$ cat src/sv/ilt_pkg.sv
// ----------------------------------------------------------------------------
// ilt_pkg
// Types, character codes and result codes shared by the INI line tokenizer.
// ----------------------------------------------------------------------------
`default_nettype none

package ilt_pkg;

    localparam int POS_W     = 16;
    localparam int LINE_W    = 16;
    localparam int SLINE_W   = 17;
    localparam int BYTE_W    = 8;
    localparam int RES_DEPTH = 4;
    localparam int RES_PTR_W = 2;
    localparam int RES_CNT_W = 3;

    localparam logic [BYTE_W-1:0] CH_SPACE = 8'h20;
    localparam logic [BYTE_W-1:0] CH_LF    = 8'h0A;
    localparam logic [BYTE_W-1:0] CH_LBR   = 8'h5B;
    localparam logic [BYTE_W-1:0] CH_RBR   = 8'h5D;
    localparam logic [BYTE_W-1:0] CH_HASH  = 8'h23;
    localparam logic [BYTE_W-1:0] CH_SEMI  = 8'h3B;
    localparam logic [BYTE_W-1:0] CH_EQ    = 8'h3D;
    localparam logic [BYTE_W-1:0] CH_COLON = 8'h3A;

    typedef enum logic [8:0] {
        ST_IDLE      = 9'b000000001,
        ST_SECT      = 9'b000000010,
        ST_SECT_END  = 9'b000000100,
        ST_COMMENT   = 9'b000001000,
        ST_DELIM     = 9'b000010000,
        ST_VALUE     = 9'b000100000,
        ST_VALUE_END = 9'b001000000,
        ST_CMT_VALUE = 9'b010000000,
        ST_CMT_EMPTY = 9'b100000000
    } pstate_t;

    typedef enum logic [2:0] {
        EV_PROP   = 3'd0,
        EV_BR_EOL = 3'd1,
        EV_DL_EOL = 3'd2,
        EV_BR_CMT = 3'd3,
        EV_DL_CMT = 3'd4,
        EV_BR_END = 3'd5,
        EV_DL_END = 3'd6,
        EV_END    = 3'd7
    } event_t;

    typedef struct packed {
        event_t                    event_res;
        logic [POS_W-1:0]          section_start;
        logic [POS_W-1:0]          section_length;
        logic signed [SLINE_W-1:0] section_line;
        logic signed [SLINE_W-1:0] section_column;
        logic [POS_W-1:0]          key_start;
        logic [POS_W-1:0]          key_length;
        logic [POS_W-1:0]          value_start;
        logic [POS_W-1:0]          value_length;
        logic [LINE_W-1:0]         line_number;
        logic [POS_W-1:0]          column;
        logic                      run_end;
    } res_t;

    typedef struct packed {
        pstate_t                   st;
        logic [POS_W-1:0]          pos;
        logic [POS_W-1:0]          line_start;
        logic [LINE_W-1:0]         line_count;
        logic [POS_W-1:0]          token_begin;
        logic [POS_W-1:0]          last_ns;
        logic [POS_W-1:0]          key_begin;
        logic [POS_W-1:0]          key_len;
        logic [POS_W-1:0]          sect_begin;
        logic [POS_W-1:0]          sect_len;
        logic signed [SLINE_W-1:0] sect_line;
        logic signed [SLINE_W-1:0] sect_col;
        logic                      halted;
    } state_t;

    localparam state_t STATE_RST = '{
        st:          ST_IDLE,
        pos:         '0,
        line_start:  '0,
        line_count:  '0,
        token_begin: '0,
        last_ns:     '0,
        key_begin:   '0,
        key_len:     '0,
        sect_begin:  '0,
        sect_len:    '0,
        sect_line:   '1,
        sect_col:    '1,
        halted:      1'b0
    };

endpackage

`default_nettype wire

$ cat src/sv/ilt_step.sv
// ----------------------------------------------------------------------------
// ilt_step
// Next-state and result logic for one text byte of the INI tokenizer.
// ----------------------------------------------------------------------------
`default_nettype none

module ilt_step (
    input  var ilt_pkg::state_t                  cur,
    input  wire logic [ilt_pkg::BYTE_W-1:0]      byte_value,
    input  wire logic                            final_byte,
    output ilt_pkg::state_t                      nxt,
    output ilt_pkg::res_t                        res0,
    output ilt_pkg::res_t                        res1,
    output logic [1:0]                           res_cnt
);

    function automatic logic pending(ilt_pkg::pstate_t s);
        return (s == ilt_pkg::ST_VALUE) || (s == ilt_pkg::ST_VALUE_END) ||
               (s == ilt_pkg::ST_CMT_VALUE) || (s == ilt_pkg::ST_CMT_EMPTY);
    endfunction

    // A byte with no special meaning in the current state.
    function automatic ilt_pkg::state_t as_ord(ilt_pkg::state_t x,
                                               logic [ilt_pkg::BYTE_W-1:0] c);
        ilt_pkg::state_t y;
        y = x;
        case (x.st)
            ilt_pkg::ST_SECT:
            begin
                y.token_begin = x.pos;
                y.last_ns     = x.pos;
                y.st          = ilt_pkg::ST_SECT_END;
            end
            ilt_pkg::ST_VALUE:
            begin
                y.token_begin = x.pos;
                y.last_ns     = x.pos;
                y.st          = ilt_pkg::ST_VALUE_END;
            end
            ilt_pkg::ST_SECT_END, ilt_pkg::ST_DELIM, ilt_pkg::ST_VALUE_END:
            begin
                if (c != ilt_pkg::CH_SPACE)
                begin
                    y.last_ns = x.pos;
                end
            end
            default:
            begin
            end
        endcase
        return y;
    endfunction

    function automatic ilt_pkg::res_t simple(ilt_pkg::event_t ev,
                                             logic [ilt_pkg::LINE_W-1:0] ln,
                                             logic [ilt_pkg::POS_W-1:0] col);
        ilt_pkg::res_t r;
        r             = '0;
        r.event_res   = ev;
        r.line_number = ln;
        r.column      = col;
        return r;
    endfunction

    function automatic ilt_pkg::res_t prop(ilt_pkg::state_t x);
        ilt_pkg::res_t r;
        logic          empty;
        empty            = (x.st == ilt_pkg::ST_VALUE) || (x.st == ilt_pkg::ST_CMT_EMPTY);
        r                = '0;
        r.event_res      = ilt_pkg::EV_PROP;
        r.section_start  = x.sect_begin;
        r.section_length = x.sect_len;
        r.section_line   = x.sect_line;
        r.section_column = x.sect_col;
        r.key_start      = x.key_begin;
        r.key_length     = x.key_len;
        r.value_start    = empty ? '0 : x.token_begin;
        r.value_length   = empty ? '0 : ilt_pkg::POS_W'(x.last_ns + 16'd1 - x.token_begin);
        r.line_number    = x.line_count;
        r.column         = ilt_pkg::POS_W'(x.key_begin - x.line_start);
        return r;
    endfunction

    ilt_pkg::pstate_t         s;
    logic [ilt_pkg::POS_W-1:0] p;
    ilt_pkg::res_t            line_r;
    ilt_pkg::res_t            fin_r;
    ilt_pkg::res_t            end_r;
    logic                     line_v;
    logic                     fin_v;
    logic                     end_v;
    logic                     err;
    logic                     fin_err;
    logic                     v1;

    always_comb
    begin
        s       = cur.st;
        p       = cur.pos;
        nxt     = cur;
        line_r  = '0;
        fin_r   = '0;
        end_r   = simple(ilt_pkg::EV_END, '0, '0);
        line_v  = 1'b0;
        fin_v   = 1'b0;
        end_v   = 1'b0;
        err     = 1'b0;
        fin_err = 1'b0;

        if (cur.halted)
        begin
            if (final_byte)
            begin
                nxt = ilt_pkg::STATE_RST;
            end
        end
        else
        begin
            if (byte_value == ilt_pkg::CH_SPACE)
            begin
                if (!(s inside {ilt_pkg::ST_IDLE, ilt_pkg::ST_DELIM, ilt_pkg::ST_VALUE}))
                begin
                    nxt = as_ord(cur, byte_value);
                end
            end
            else if (byte_value == ilt_pkg::CH_LBR)
            begin
                if (s == ilt_pkg::ST_IDLE)
                begin
                    nxt.token_begin = p;
                    nxt.last_ns     = p;
                    nxt.st          = ilt_pkg::ST_SECT;
                end
                else
                begin
                    nxt = as_ord(cur, byte_value);
                end
            end
            else if (byte_value == ilt_pkg::CH_RBR)
            begin
                if (s inside {ilt_pkg::ST_SECT, ilt_pkg::ST_SECT_END})
                begin
                    nxt.sect_begin = cur.token_begin;
                    nxt.sect_len   = (s == ilt_pkg::ST_SECT) ? '0 :
                                     ilt_pkg::POS_W'(p - cur.token_begin);
                    nxt.sect_line  = {1'b0, cur.line_count};
                    nxt.sect_col   = {1'b0, ilt_pkg::POS_W'(cur.token_begin - cur.line_start)};
                    nxt.st         = ilt_pkg::ST_IDLE;
                end
                else
                begin
                    nxt = as_ord(cur, byte_value);
                end
            end
            else if (byte_value == ilt_pkg::CH_LF)
            begin
                if ((s == ilt_pkg::ST_IDLE) || (s == ilt_pkg::ST_COMMENT) || pending(s))
                begin
                    if (pending(s))
                    begin
                        line_r = prop(cur);
                        line_v = 1'b1;
                    end
                    nxt.st         = ilt_pkg::ST_IDLE;
                    nxt.line_count = ilt_pkg::LINE_W'(cur.line_count + 16'd1);
                    nxt.line_start = ilt_pkg::POS_W'(p + 16'd1);
                end
                else
                begin
                    line_r = simple((s == ilt_pkg::ST_DELIM) ? ilt_pkg::EV_DL_EOL :
                                    ilt_pkg::EV_BR_EOL, cur.line_count,
                                    ilt_pkg::POS_W'(p - cur.line_start));
                    line_v = 1'b1;
                    err    = 1'b1;
                end
            end
            else if ((byte_value == ilt_pkg::CH_HASH) || (byte_value == ilt_pkg::CH_SEMI))
            begin
                if (s inside {ilt_pkg::ST_IDLE, ilt_pkg::ST_COMMENT})
                begin
                    nxt.st = ilt_pkg::ST_COMMENT;
                end
                else if (s inside {ilt_pkg::ST_VALUE, ilt_pkg::ST_CMT_EMPTY})
                begin
                    nxt.st = ilt_pkg::ST_CMT_EMPTY;
                end
                else if (s inside {ilt_pkg::ST_VALUE_END, ilt_pkg::ST_CMT_VALUE})
                begin
                    nxt.st = ilt_pkg::ST_CMT_VALUE;
                end
                else
                begin
                    line_r = simple((s == ilt_pkg::ST_DELIM) ? ilt_pkg::EV_DL_CMT :
                                    ilt_pkg::EV_BR_CMT, cur.line_count,
                                    ilt_pkg::POS_W'(p - cur.line_start));
                    line_v = 1'b1;
                    err    = 1'b1;
                end
            end
            else if (((byte_value == ilt_pkg::CH_EQ) || (byte_value == ilt_pkg::CH_COLON)) &&
                     (s == ilt_pkg::ST_DELIM))
            begin
                nxt.key_begin = cur.token_begin;
                nxt.key_len   = ilt_pkg::POS_W'(cur.last_ns + 16'd1 - cur.token_begin);
                nxt.st        = ilt_pkg::ST_VALUE;
            end
            else if (s == ilt_pkg::ST_IDLE)
            begin
                nxt.st          = ilt_pkg::ST_DELIM;
                nxt.token_begin = p;
                nxt.last_ns     = p;
            end
            else
            begin
                nxt = as_ord(cur, byte_value);
            end

            if (err)
            begin
                nxt.halted = 1'b1;
                if (final_byte)
                begin
                    nxt = ilt_pkg::STATE_RST;
                end
            end
            else
            begin
                nxt.pos = ilt_pkg::POS_W'(p + 16'd1);
                if (final_byte)
                begin
                    // The end of text closes a pending value or flags an open line.
                    if (pending(nxt.st))
                    begin
                        fin_r = prop(nxt);
                        fin_v = 1'b1;
                    end
                    else if (nxt.st inside {ilt_pkg::ST_SECT, ilt_pkg::ST_SECT_END,
                                            ilt_pkg::ST_DELIM})
                    begin
                        fin_r   = simple((nxt.st == ilt_pkg::ST_DELIM) ? ilt_pkg::EV_DL_END :
                                         ilt_pkg::EV_BR_END, nxt.line_count,
                                         ilt_pkg::POS_W'(nxt.pos - nxt.line_start));
                        fin_v   = 1'b1;
                        fin_err = 1'b1;
                    end
                    end_v = !fin_err;
                    nxt   = ilt_pkg::STATE_RST;
                end
            end
        end

        // A newline and the end of text never both yield a result from the line.
        res0 = line_v ? line_r : (fin_v ? fin_r : end_r);
        res1 = line_v ? (fin_v ? fin_r : end_r) : end_r;
        v1   = (line_v && (fin_v || end_v)) || (fin_v && end_v);
        res0.run_end = !v1;
        res1.run_end = 1'b1;
        if (v1)
        begin
            res_cnt = 2'd2;
        end
        else if (line_v || fin_v || end_v)
        begin
            res_cnt = 2'd1;
        end
        else
        begin
            res_cnt = 2'd0;
        end
    end

endmodule

`default_nettype wire

$ cat src/sv/ilt_res_fifo.sv
// ----------------------------------------------------------------------------
// ilt_res_fifo
// Small result queue that takes up to two results per cycle and hands out one.
// ----------------------------------------------------------------------------
`default_nettype none

module ilt_res_fifo (
    input  wire logic          clk,
    input  wire logic          rst_n,
    input  wire logic [1:0]    wr_cnt,
    input  var ilt_pkg::res_t  wr0,
    input  var ilt_pkg::res_t  wr1,
    output logic               room_two,
    output logic               rd_valid,
    input  wire logic          rd_ready,
    output ilt_pkg::res_t      rd_data
);

    ilt_pkg::res_t                  mem_reg [ilt_pkg::RES_DEPTH];
    logic [ilt_pkg::RES_PTR_W-1:0] wr_ptr_reg;
    logic [ilt_pkg::RES_PTR_W-1:0] wr_ptr_next;
    logic [ilt_pkg::RES_PTR_W-1:0] rd_ptr_reg;
    logic [ilt_pkg::RES_PTR_W-1:0] rd_ptr_next;
    logic [ilt_pkg::RES_CNT_W-1:0] count_reg;
    logic [ilt_pkg::RES_CNT_W-1:0] count_next;
    logic                          pop;

    assign rd_valid = (count_reg != '0);
    assign rd_data  = mem_reg[rd_ptr_reg];
    assign pop      = rd_valid && rd_ready;
    assign room_two = (count_reg <= ilt_pkg::RES_CNT_W'(ilt_pkg::RES_DEPTH - 2));

    always_comb
    begin
        wr_ptr_next = wr_ptr_reg + ilt_pkg::RES_PTR_W'(wr_cnt);
        rd_ptr_next = rd_ptr_reg + ilt_pkg::RES_PTR_W'(pop);
        count_next  = count_reg + ilt_pkg::RES_CNT_W'(wr_cnt) - ilt_pkg::RES_CNT_W'(pop);
    end

    always_ff @(posedge clk)
    begin
        if (wr_cnt != 2'd0)
        begin
            mem_reg[wr_ptr_reg] <= wr0;
        end
        if (wr_cnt == 2'd2)
        begin
            mem_reg[wr_ptr_reg + ilt_pkg::RES_PTR_W'(1)] <= wr1;
        end
    end

    always_ff @(posedge clk or negedge rst_n)
    begin
        if (!rst_n)
        begin
            wr_ptr_reg <= '0;
            rd_ptr_reg <= '0;
            count_reg  <= '0;
        end
        else
        begin
            wr_ptr_reg <= wr_ptr_next;
            rd_ptr_reg <= rd_ptr_next;
            count_reg  <= count_next;
        end
    end

endmodule

`default_nettype wire

$ cat src/sv/ini_line_tokenizer_unit.sv
// ----------------------------------------------------------------------------
// ini_line_tokenizer_unit
// Streaming INI tokenizer: one text byte in, property and error items out.
// ----------------------------------------------------------------------------
// The unit takes one text byte per clock cycle; the parser state is updated in
// the cycle a byte is accepted, and its results enter a four-entry result queue
// that drives the output stream one item per cycle. A byte is taken whenever
// that queue has room for two items, so with a consumer that keeps up the input
// never stalls; only the last byte of a text can yield two items (a pending
// property and the end marker). s_tlast marks the last byte of a text, after
// which the unit is back in its reset state, and m_tlast marks the last item
// caused by one byte. After an error, bytes are swallowed up to the last one.
`default_nettype none

module ini_line_tokenizer_unit (
    input  wire logic         clk,
    input  wire logic         rst_n,
    input  wire logic         s_tvalid,
    output logic              s_tready,
    input  wire logic [7:0]   s_tdata,    // [7:0] byte_value
    input  wire logic         s_tlast,    // final_byte
    output logic              m_tvalid,
    input  wire logic         m_tready,
    // [2:0] event_res, [18:3] section_start, [34:19] section_length,
    // [51:35] section_line, [68:52] section_column, [84:69] key_start,
    // [100:85] key_length, [116:101] value_start, [132:117] value_length,
    // [148:133] line_number, [164:149] column, [167:165] zero
    output logic [167:0]      m_tdata,
    output logic              m_tlast     // run_end
);

    ilt_pkg::state_t state_reg;
    ilt_pkg::state_t state_next;
    ilt_pkg::state_t step_nxt;
    ilt_pkg::res_t   res0;
    ilt_pkg::res_t   res1;
    ilt_pkg::res_t   out_res;
    logic [1:0]      res_cnt;
    logic [1:0]      wr_cnt;
    logic            accept;

    assign accept = s_tvalid && s_tready;

    ilt_step u_step (
        .cur        (state_reg),
        .byte_value (s_tdata),
        .final_byte (s_tlast),
        .nxt        (step_nxt),
        .res0       (res0),
        .res1       (res1),
        .res_cnt    (res_cnt)
    );

    assign wr_cnt     = accept ? res_cnt : 2'd0;
    assign state_next = accept ? step_nxt : state_reg;

    ilt_res_fifo u_fifo (
        .clk      (clk),
        .rst_n    (rst_n),
        .wr_cnt   (wr_cnt),
        .wr0      (res0),
        .wr1      (res1),
        .room_two (s_tready),
        .rd_valid (m_tvalid),
        .rd_ready (m_tready),
        .rd_data  (out_res)
    );

    assign m_tdata = {3'b000,
                      out_res.column,
                      out_res.line_number,
                      out_res.value_length,
                      out_res.value_start,
                      out_res.key_length,
                      out_res.key_start,
                      out_res.section_column,
                      out_res.section_line,
                      out_res.section_length,
                      out_res.section_start,
                      out_res.event_res};
    assign m_tlast = out_res.run_end;

    always_ff @(posedge clk or negedge rst_n)
    begin
        if (!rst_n)
        begin
            state_reg <= ilt_pkg::STATE_RST;
        end
        else
        begin
            state_reg <= state_next;
        end
    end

endmodule

`default_nettype wire
$ cat config.mk
export PLATFORM = sky130hd
export DESIGN_NAME = ini_line_tokenizer_unit
export DESIGN_NICKNAME = d
export VERILOG_FILES = /design/src/sv/ilt_pkg.sv /design/src/sv/ilt_step.sv /design/src/sv/ilt_res_fifo.sv /design/src/sv/ini_line_tokenizer_unit.sv
export SDC_FILE = /design/constraint.sdc
export NUM_CORES = 2
export LEC_CHECK = 0
export ABC_AREA = 1
export BUFFER_PORTS_ARGS = -buffer_cell sky130_fd_sc_hd__buf_2
export CORE_MARGIN = 5
export CORE_UTILIZATION = 50
export CTS_CLUSTER_DIAMETER = 100
export CTS_CLUSTER_SIZE = 28
export DETAILED_ROUTE_END_ITERATION = 7
export GPL_ROUTABILITY_DRIVEN = 0
export PLACE_DENSITY_LB_ADDON = 0.12
export SLEW_MARGIN = 10
export SYNTH_ARGS = -nofsm -noshare
export SYNTH_HDL_FRONTEND = slang
export SYNTH_SLANG_ARGS = --single-unit
$ cat constraint.sdc
create_clock -name clk -period 6.72 [get_ports clk]
set_input_delay 0.336 -clock clk [delete_from_list [all_inputs] [get_ports clk]]
set_output_delay 0.336 -clock clk [all_outputs]
set_load 0.005 [all_outputs]
After elaboration in Yosys (flattened, before gate mapping)
Memories as Yosys holds them, arrays and structs flattened.
Index checks and enable logic that the tools add are counted.
{"block": "classes", "mux": 97, "n_lt_le_gt_ge": 1, "n_reduce_logical": 35, "mul": 0, "add_sub_neg": 17, "bitwise_logic": 0, "n_shift": 0, "div_mod_pow": 0, "n_eq_ne": 28}
{"operator": "2-to-1 mux 166 bit", "count": 17}
{"operator": "2-to-1 mux 188 bit", "count": 10}
{"operator": "2-to-1 mux 131 bit", "count": 2}
{"operator": "2-to-1 mux 165 bit", "count": 1}
{"operator": "2-to-1 mux 163 bit", "count": 1}
{"operator": "2-to-1 mux 32 bit", "count": 5}
{"operator": "2-to-1 mux 16 bit", "count": 8}
{"operator": "subtractor 16 bit", "count": 8}
{"operator": "2-to-1 mux 9 bit", "count": 10}
{"operator": "2-to-1 mux 66 bit", "count": 1}
{"operator": "adder 16 x 1 -> 16 bit (second input constant)", "count": 4}
{"operator": "2-to-1 mux 64 bit", "count": 1}
{"operator": "== test 8 x 6 -> 1 bit (second input constant)", "count": 5}
{"operator": "2-to-1 mux 1 bit", "count": 34}
{"operator": "one-hot mux 16 bit (2 select lines)", "count": 1}
{"operator": "== test 9 x 2 -> 1 bit (second input constant)", "count": 2}
{"operator": "== test 9 x 3 -> 1 bit (second input constant)", "count": 2}
{"operator": "== test 9 x 5 -> 1 bit (second input constant)", "count": 2}
{"operator": "== test 9 x 6 -> 1 bit (second input constant)", "count": 2}
{"operator": "== test 9 x 7 -> 1 bit (second input constant)", "count": 2}
{"operator": "== test 9 x 8 -> 1 bit (second input constant)", "count": 2}
{"operator": "== test 9 bit (second input constant)", "count": 2}
{"operator": "one-hot mux 9 bit (2 select lines)", "count": 1}
{"operator": "== test 8 x 7 -> 1 bit (second input constant)", "count": 2}
{"operator": "23 further kinds", "count": 53}
{"block": "totals", "romBits": 0, "n_memories": 1, "out_inout_bits": 171, "regBits": 195, "input_bits": 13, "ramBits": 664, "word_cells": 195, "latchBits": 0}
{"memory": "u_fifo.mem_reg", "depth": 4, "word_bits": 166, "rd": 1, "rd_clocked_by_memory_dff": 0, "write_ports": 2, "line": "ilt_res_fifo.sv:19", "rtl": "ilt_pkg::res_t mem_reg [ilt_pkg::RES_DEPTH];"}

Longest topological paths before layout
{"block": "depth", "ltp_word": 31, "ltp_mapped": 32, "ltp_nobuf": 31}

Modules after synthesis
A second synthesis with hierarchy kept.
{"block": "hier_totals", "cells_unflattened": 7177, "hier_area_um2": 55488.2}
{"module": "ilt_res_fifo", "area_per_inst_um2": 32291.0, "instances": 1, "cells_each": 3467}
{"module": "ilt_step", "area_per_inst_um2": 15728.8, "instances": 1, "cells_each": 2887}
{"module": "ini_line_tokenizer_unit", "area_per_inst_um2": 7468.4, "instances": 1, "cells_each": 823}

Worst setup path before layout
No wires, ideal clock.
{"block": "synth_timing", "path_kind": "reg-to-reg", "from": "register state_reg[185] (netlist name)", "to": "memory u_fifo.mem_reg[3][100] (netlist name), enable pin", "synth_period_minus_slack_ns": 6.515, "required_ns": 5.362, "setup_time_ns": 1.358, "path_slack_ns": 0.205, "stages_incl_launch_ff": 18, "arrival_time_ns": 5.156, "cell_sequence": "dfrtp_1 -> buf_6 -> nor2_4 -> nand2_2 -> inv_2 -> nand4_1 -> nand2_1 -> inv_1 -> nor2_1 -> nor3_2 -> inv_2 -> nand2_1 -> nand2_1 -> nor2_2 -> inv_2 -> clkbuf_1 -> clkbuf_1 -> nand2_1"}
{"element": "from (decl)", "line": "ini_line_tokenizer_unit.sv:32", "rtl": "ilt_pkg::state_t state_reg;"}
{"element": "from (signal assigned)", "line": "ini_line_tokenizer_unit.sv:87", "rtl": "state_reg <= ilt_pkg::STATE_RST;"}
{"element": "from (signal assigned)", "line": "ini_line_tokenizer_unit.sv:91", "rtl": "state_reg <= state_next;"}
{"element": "to (decl)", "line": "ilt_res_fifo.sv:19"}

==> load_flow_metrics.sql <==
INSERT INTO impl_metrics (metric_group, metric, value, unit) VALUES
('run_status', 'run_status', 'finished, final reports clean', ''),
('logic_synthesis', 'asyncSetResetFlopFracSynth', '22.70', '%'),
('setup_path', 'critPathKind', 'register to register', ''),
('setup_path', 'cp_common_cell', 'sky130_fd_sc_hd__nor2_1', ''),
('sta', 'totalNegativeSetupSlack', '0', 'ns'),
('clock_network', 'clk_latency', '0.66', 'ns'),
('routing', 'dr_total_vias', '40680', ''),
('logic_synthesis', 'synthesis.area', '47710', 'um2'),
('setup_path', 'crit_end', 'u_fifo.mem_reg[1][46]', ''),
('logic_synthesis', 'synth.avg_cell_area', '8.646', 'um2'),
('global_routing', 'groute.usage.overall', '29.59', '%'),
('sta', 'rsz0062_at_grt', 'false', ''),
('global_routing', 'maximum_number_of_pins_on_one_net_before_global_route_repair', '190', ''),
('setup_path', 'worst_ep_arrival_time', '6.11', 'ns'),
('sta', 'final_hold_viol_count', '0', ''),
('setup_path', 'worstSetupEndpointType', 'register', ''),
('sta', 'timing.max_slew.rel_slack', '25.25', '%'),
('setup_path', 'timing.reg2reg.worst_path_depth', '29', ''),
('floorplanning', 'core_area', '94870', 'um2'),
('clock_network', 'clkSinkCount', '859', ''),
('routing', 'drt_wl_total', '157200', 'um'),
('routing', 'drt_first_iter_violations', '5361', ''),
('cells_and_area', 'finalInstanceArea', '50960', 'um2'),
('logic_synthesis', 'yosysTopAreaCellShare', '41.54', '%'),
('cells_and_area', 'layout.nets', '5681', ''),
('floorplanning', 'num_rows', '113', ''),
('logic_synthesis', 'ys_types', '59', ''),
('sta', 'final.setup_skew', '0.05286', 'ns'),
('cells_and_area', 'fin_cells', '6802', ''),
('routing', 'remaining_drc_errors', '0', ''),
('setup_path', 'path_max_fanout', '17', ''),
('routing', 'wl_per_cell', '23.10', 'um'),
('setup_path', 'rr_startpoint', 'state_reg[187]', ''),
('setup_path', 'start_kind', 'register', ''),
('power', 'power.ir.vdd_worst', '422.7', 'uV'),
('global_routing', 'number_of_antenna_violations_at_the_first_check_in_global_routing', '3', ''),
('sta', 'worstMarginPinSlew', '1.110', 'ns'),
('clock_network', 'tritoncts', 'yes', ''),
('routing', 'via_per_inst', '5.980', ''),
('setup_path', 'worst-endpoint-required', '7.07', 'ns'),
('cells_and_area', 'synthToLayoutAreaGrowth', '6.822', '%'),
('placement', 'place.detailed.hpwl', '105000', 'um'),
('setup_path', 'delay_contributed_by_the_slowest_stage_of_the_critical_path', '0.54', 'ns'),
('logic_synthesis', 'synthDominantAreaCellType', 'sky130_fd_sc_hd__edfxtp_1', ''),
('setup_path', 'worst-r2r-setup-slack', '0.96', 'ns'),
('clock_network', 'cts_buffers', '39', ''),
('sta', 'fmax', '173.6', 'MHz'),
('sta', 'min_period_over_period', '85.70', '%'),
('flow_run', 'cap_viol_max_count', '0', ''),
('setup_path', 'r2r_end', 'u_fifo.mem_reg[1][46]', ''),
('placement', 'io_buffers', '180', ''),
('clock_network', 'htree_levels', '2', ''),
('floorplanning', 'initial_core_util', '50.29', '%'),
('global_routing', 'global_route_wire_length_before_repair', '235000', 'um'),
('global_routing', 'vias_in_the_first_global_route', '37250', ''),
('setup_path', 'critPathSlowestCell', 'sky130_fd_sc_hd__clkinv_1', ''),
('logic_synthesis', 'number_of_enable_type_register_cells_in_the_synthesized_netlist', '660', ''),
('global_routing', 'grtUsageMet3', '4.014', '%'),
('setup_path', 'worst_setup_path_startpoint', 'state_reg[187]', ''),
('clock_network', 'post_cts_resize_count', '0', ''),
('clock_network', 'clk_root_buffer_cell', 'sky130_fd_sc_hd__clkbuf_16', ''),
('placement', 'inst_count_dp', '6727', ''),
('sta', 'maxSlewViolCount', '0', ''),
('floorplanning', 'dieArea', '101700', 'um2'),
('placement', 'place_area', '49730', 'um2'),
('logic_synthesis', 'netlist_top_cells_area', 'sky130_fd_sc_hd__edfxtp_1 (42%), sky130_fd_sc_hd__nor2_1 (8.7%), sky130_fd_sc_hd__dfrtp_1 (8.4%), sky130_fd_sc_hd__o21ai_0 (6.5%), sky130_fd_sc_hd__o22ai_1 (5.3%)', ''),
('clock_network', 'cts_hold_repair.buffers', '1', ''),
('cells_and_area', 'number_of_flip_flops_under_the_largest_register_name', '664', ''),
('power', 'power.total', '0.02570', 'W'),
('global_routing', 'groute.layer.met1.usage', '41.92', '%'),
('power', 'cellLeakagePower', '18.65', 'nW');
## worst min-delay path by stage
stage                            to  slack, ns     start  cells after the start
2_1_floorplan          state_reg[0]       0.04     rst_n                      0
3_3_place_gp         state_reg[117]       0.44     rst_n                      1
3_5_place_dp         state_reg[117]       0.44     rst_n                      1
4_1_cts               state_reg[17]       0.22   s_tlast                      5
5_1_grt        u_fifo.rd_ptr_reg[0]       0.24  m_tready                      3
6_report             state_reg[100]       0.25     rst_n                      2
## layout by cell type, fill, tap and decap left out, drive strengths merged, types with 8 or more instances in the layout
cell and count:
a21boi 11, a21oi 346, a22oi 16, a31oi 19, buf 250, clkbuf 59
clkinv 10, dfrtp 160, dfstp 35, edfxtp 660, fa 9, ha 155
inv 577, nand2 648, nand3 152, nand4 24, nor2 1113, nor3 38
nor4 8, o211ai 11, o21a 9, o21ai 632, o22ai 405, o31ai 17
or2 16, xnor2 28, xor2 69
## cell type report
class	count	area, um2
fillers	8704	43910
clock buffers	58	1047
flip-flops and latches	859	24830
inverters	577	2191
clock inverters	14	165.2
multi-input cells	3775	19550
well taps	1265	1583
repair buffers	252	1590
diodes	2	5.005
## through the flow
| stage | worst slack (ns) | util, % | hold slack (ns) |
|---|---|---|---|
| final | 0.9613 | 53.72 | 0.2485 |
| after global routing | 0.5153 | 53.71 | 0.2430 |
| after CTS | 1.100 | 53.71 | 0.2239 |
| after detailed placement | 1.039 | 52.42 | 0.4404 |
| after global placement | 1.068 | 52.42 | 0.4427 |
| after floorplan | 0.2053 | - | 0.04041 |
## cell families after synthesis
group                    synth area share (%)
adder cells (fa/ha/maj)                 4.443
XOR/XNOR                                1.781
multiplexers                          0.02098
AO/OA/AOI/OAI                           17.50
flip-flops                              52.03
AND/OR/NAND/NOR                         17.06
buffers and inverters                   7.160
other                                0.007860
## Yosys cell counts (6+ instances only)
| cell type | count |
|---|---|
| sky130_fd_sc_hd__a22oi_1 | 16 |
| sky130_fd_sc_hd__fa_1 | 9 |
| sky130_fd_sc_hd__or2_2 | 16 |
| sky130_fd_sc_hd__buf_2 | 42 |
| sky130_fd_sc_hd__nor2_4 | 7 |
| sky130_fd_sc_hd__nand2_2 | 7 |
| sky130_fd_sc_hd__inv_2 | 47 |
| sky130_fd_sc_hd__nand3_1 | 147 |
| sky130_fd_sc_hd__o21bai_1 | 7 |
| sky130_fd_sc_hd__nand3b_1 | 6 |
| sky130_fd_sc_hd__buf_1 | 10 |
| sky130_fd_sc_hd__o22ai_1 | 405 |
| sky130_fd_sc_hd__o21ai_0 | 621 |
| sky130_fd_sc_hd__o211ai_1 | 11 |
| sky130_fd_sc_hd__dfrtp_1 | 160 |
| sky130_fd_sc_hd__clkbuf_1 | 250 |
| sky130_fd_sc_hd__o21a_1 | 9 |
| sky130_fd_sc_hd__edfxtp_1 | 660 |
| sky130_fd_sc_hd__nor4_1 | 8 |
| sky130_fd_sc_hd__nand2_1 | 630 |
| sky130_fd_sc_hd__xnor2_1 | 28 |
| sky130_fd_sc_hd__nand2_4 | 11 |
| sky130_fd_sc_hd__dfstp_2 | 35 |
| sky130_fd_sc_hd__a21oi_1 | 345 |
| sky130_fd_sc_hd__nor2_1 | 1101 |
| sky130_fd_sc_hd__a21boi_0 | 10 |
| sky130_fd_sc_hd__o21ai_1 | 9 |
| sky130_fd_sc_hd__ha_1 | 155 |
| sky130_fd_sc_hd__o221ai_1 | 7 |
| sky130_fd_sc_hd__nand4_1 | 24 |
| sky130_fd_sc_hd__clkinv_1 | 10 |
| sky130_fd_sc_hd__inv_1 | 520 |
| sky130_fd_sc_hd__a31oi_1 | 19 |
| sky130_fd_sc_hd__o31ai_1 | 17 |
| sky130_fd_sc_hd__nor3_1 | 35 |
| sky130_fd_sc_hd__xor2_1 | 69 |
## report_power, final
part           internal (W)  switching (W)
Clock               0.00118        0.00177
Combinational       0.00501         0.0108
Sequential          0.00637       0.000555
## per-layer routing
| metal | routed length [um] | vias up |
|---|---|---|
| met3 | 13270 | 319 |
| li1 | - | 18910 |
| met4 | 7888 | 2 |
| met5 | 7 | - |
| met1 | 65180 | 19610 |
| met2 | 70810 | 1840 |
## critical path, delay by kind of cell (launching register included)
| kind | cells | cell delay, ns |
|---|---|---|
| buffers and inverters | 8 | 1.33 |
| DFF | 1 | 0.48 |
| adders and majority gates | 3 | 0.84 |
| AOI/OAI and AO/OA | 6 | 1.39 |
| xor gates and xnor gates | 1 | 0.15 |
| and+or+nand+nor | 11 | 1.23 |
(Power assumes the default switching activity.)
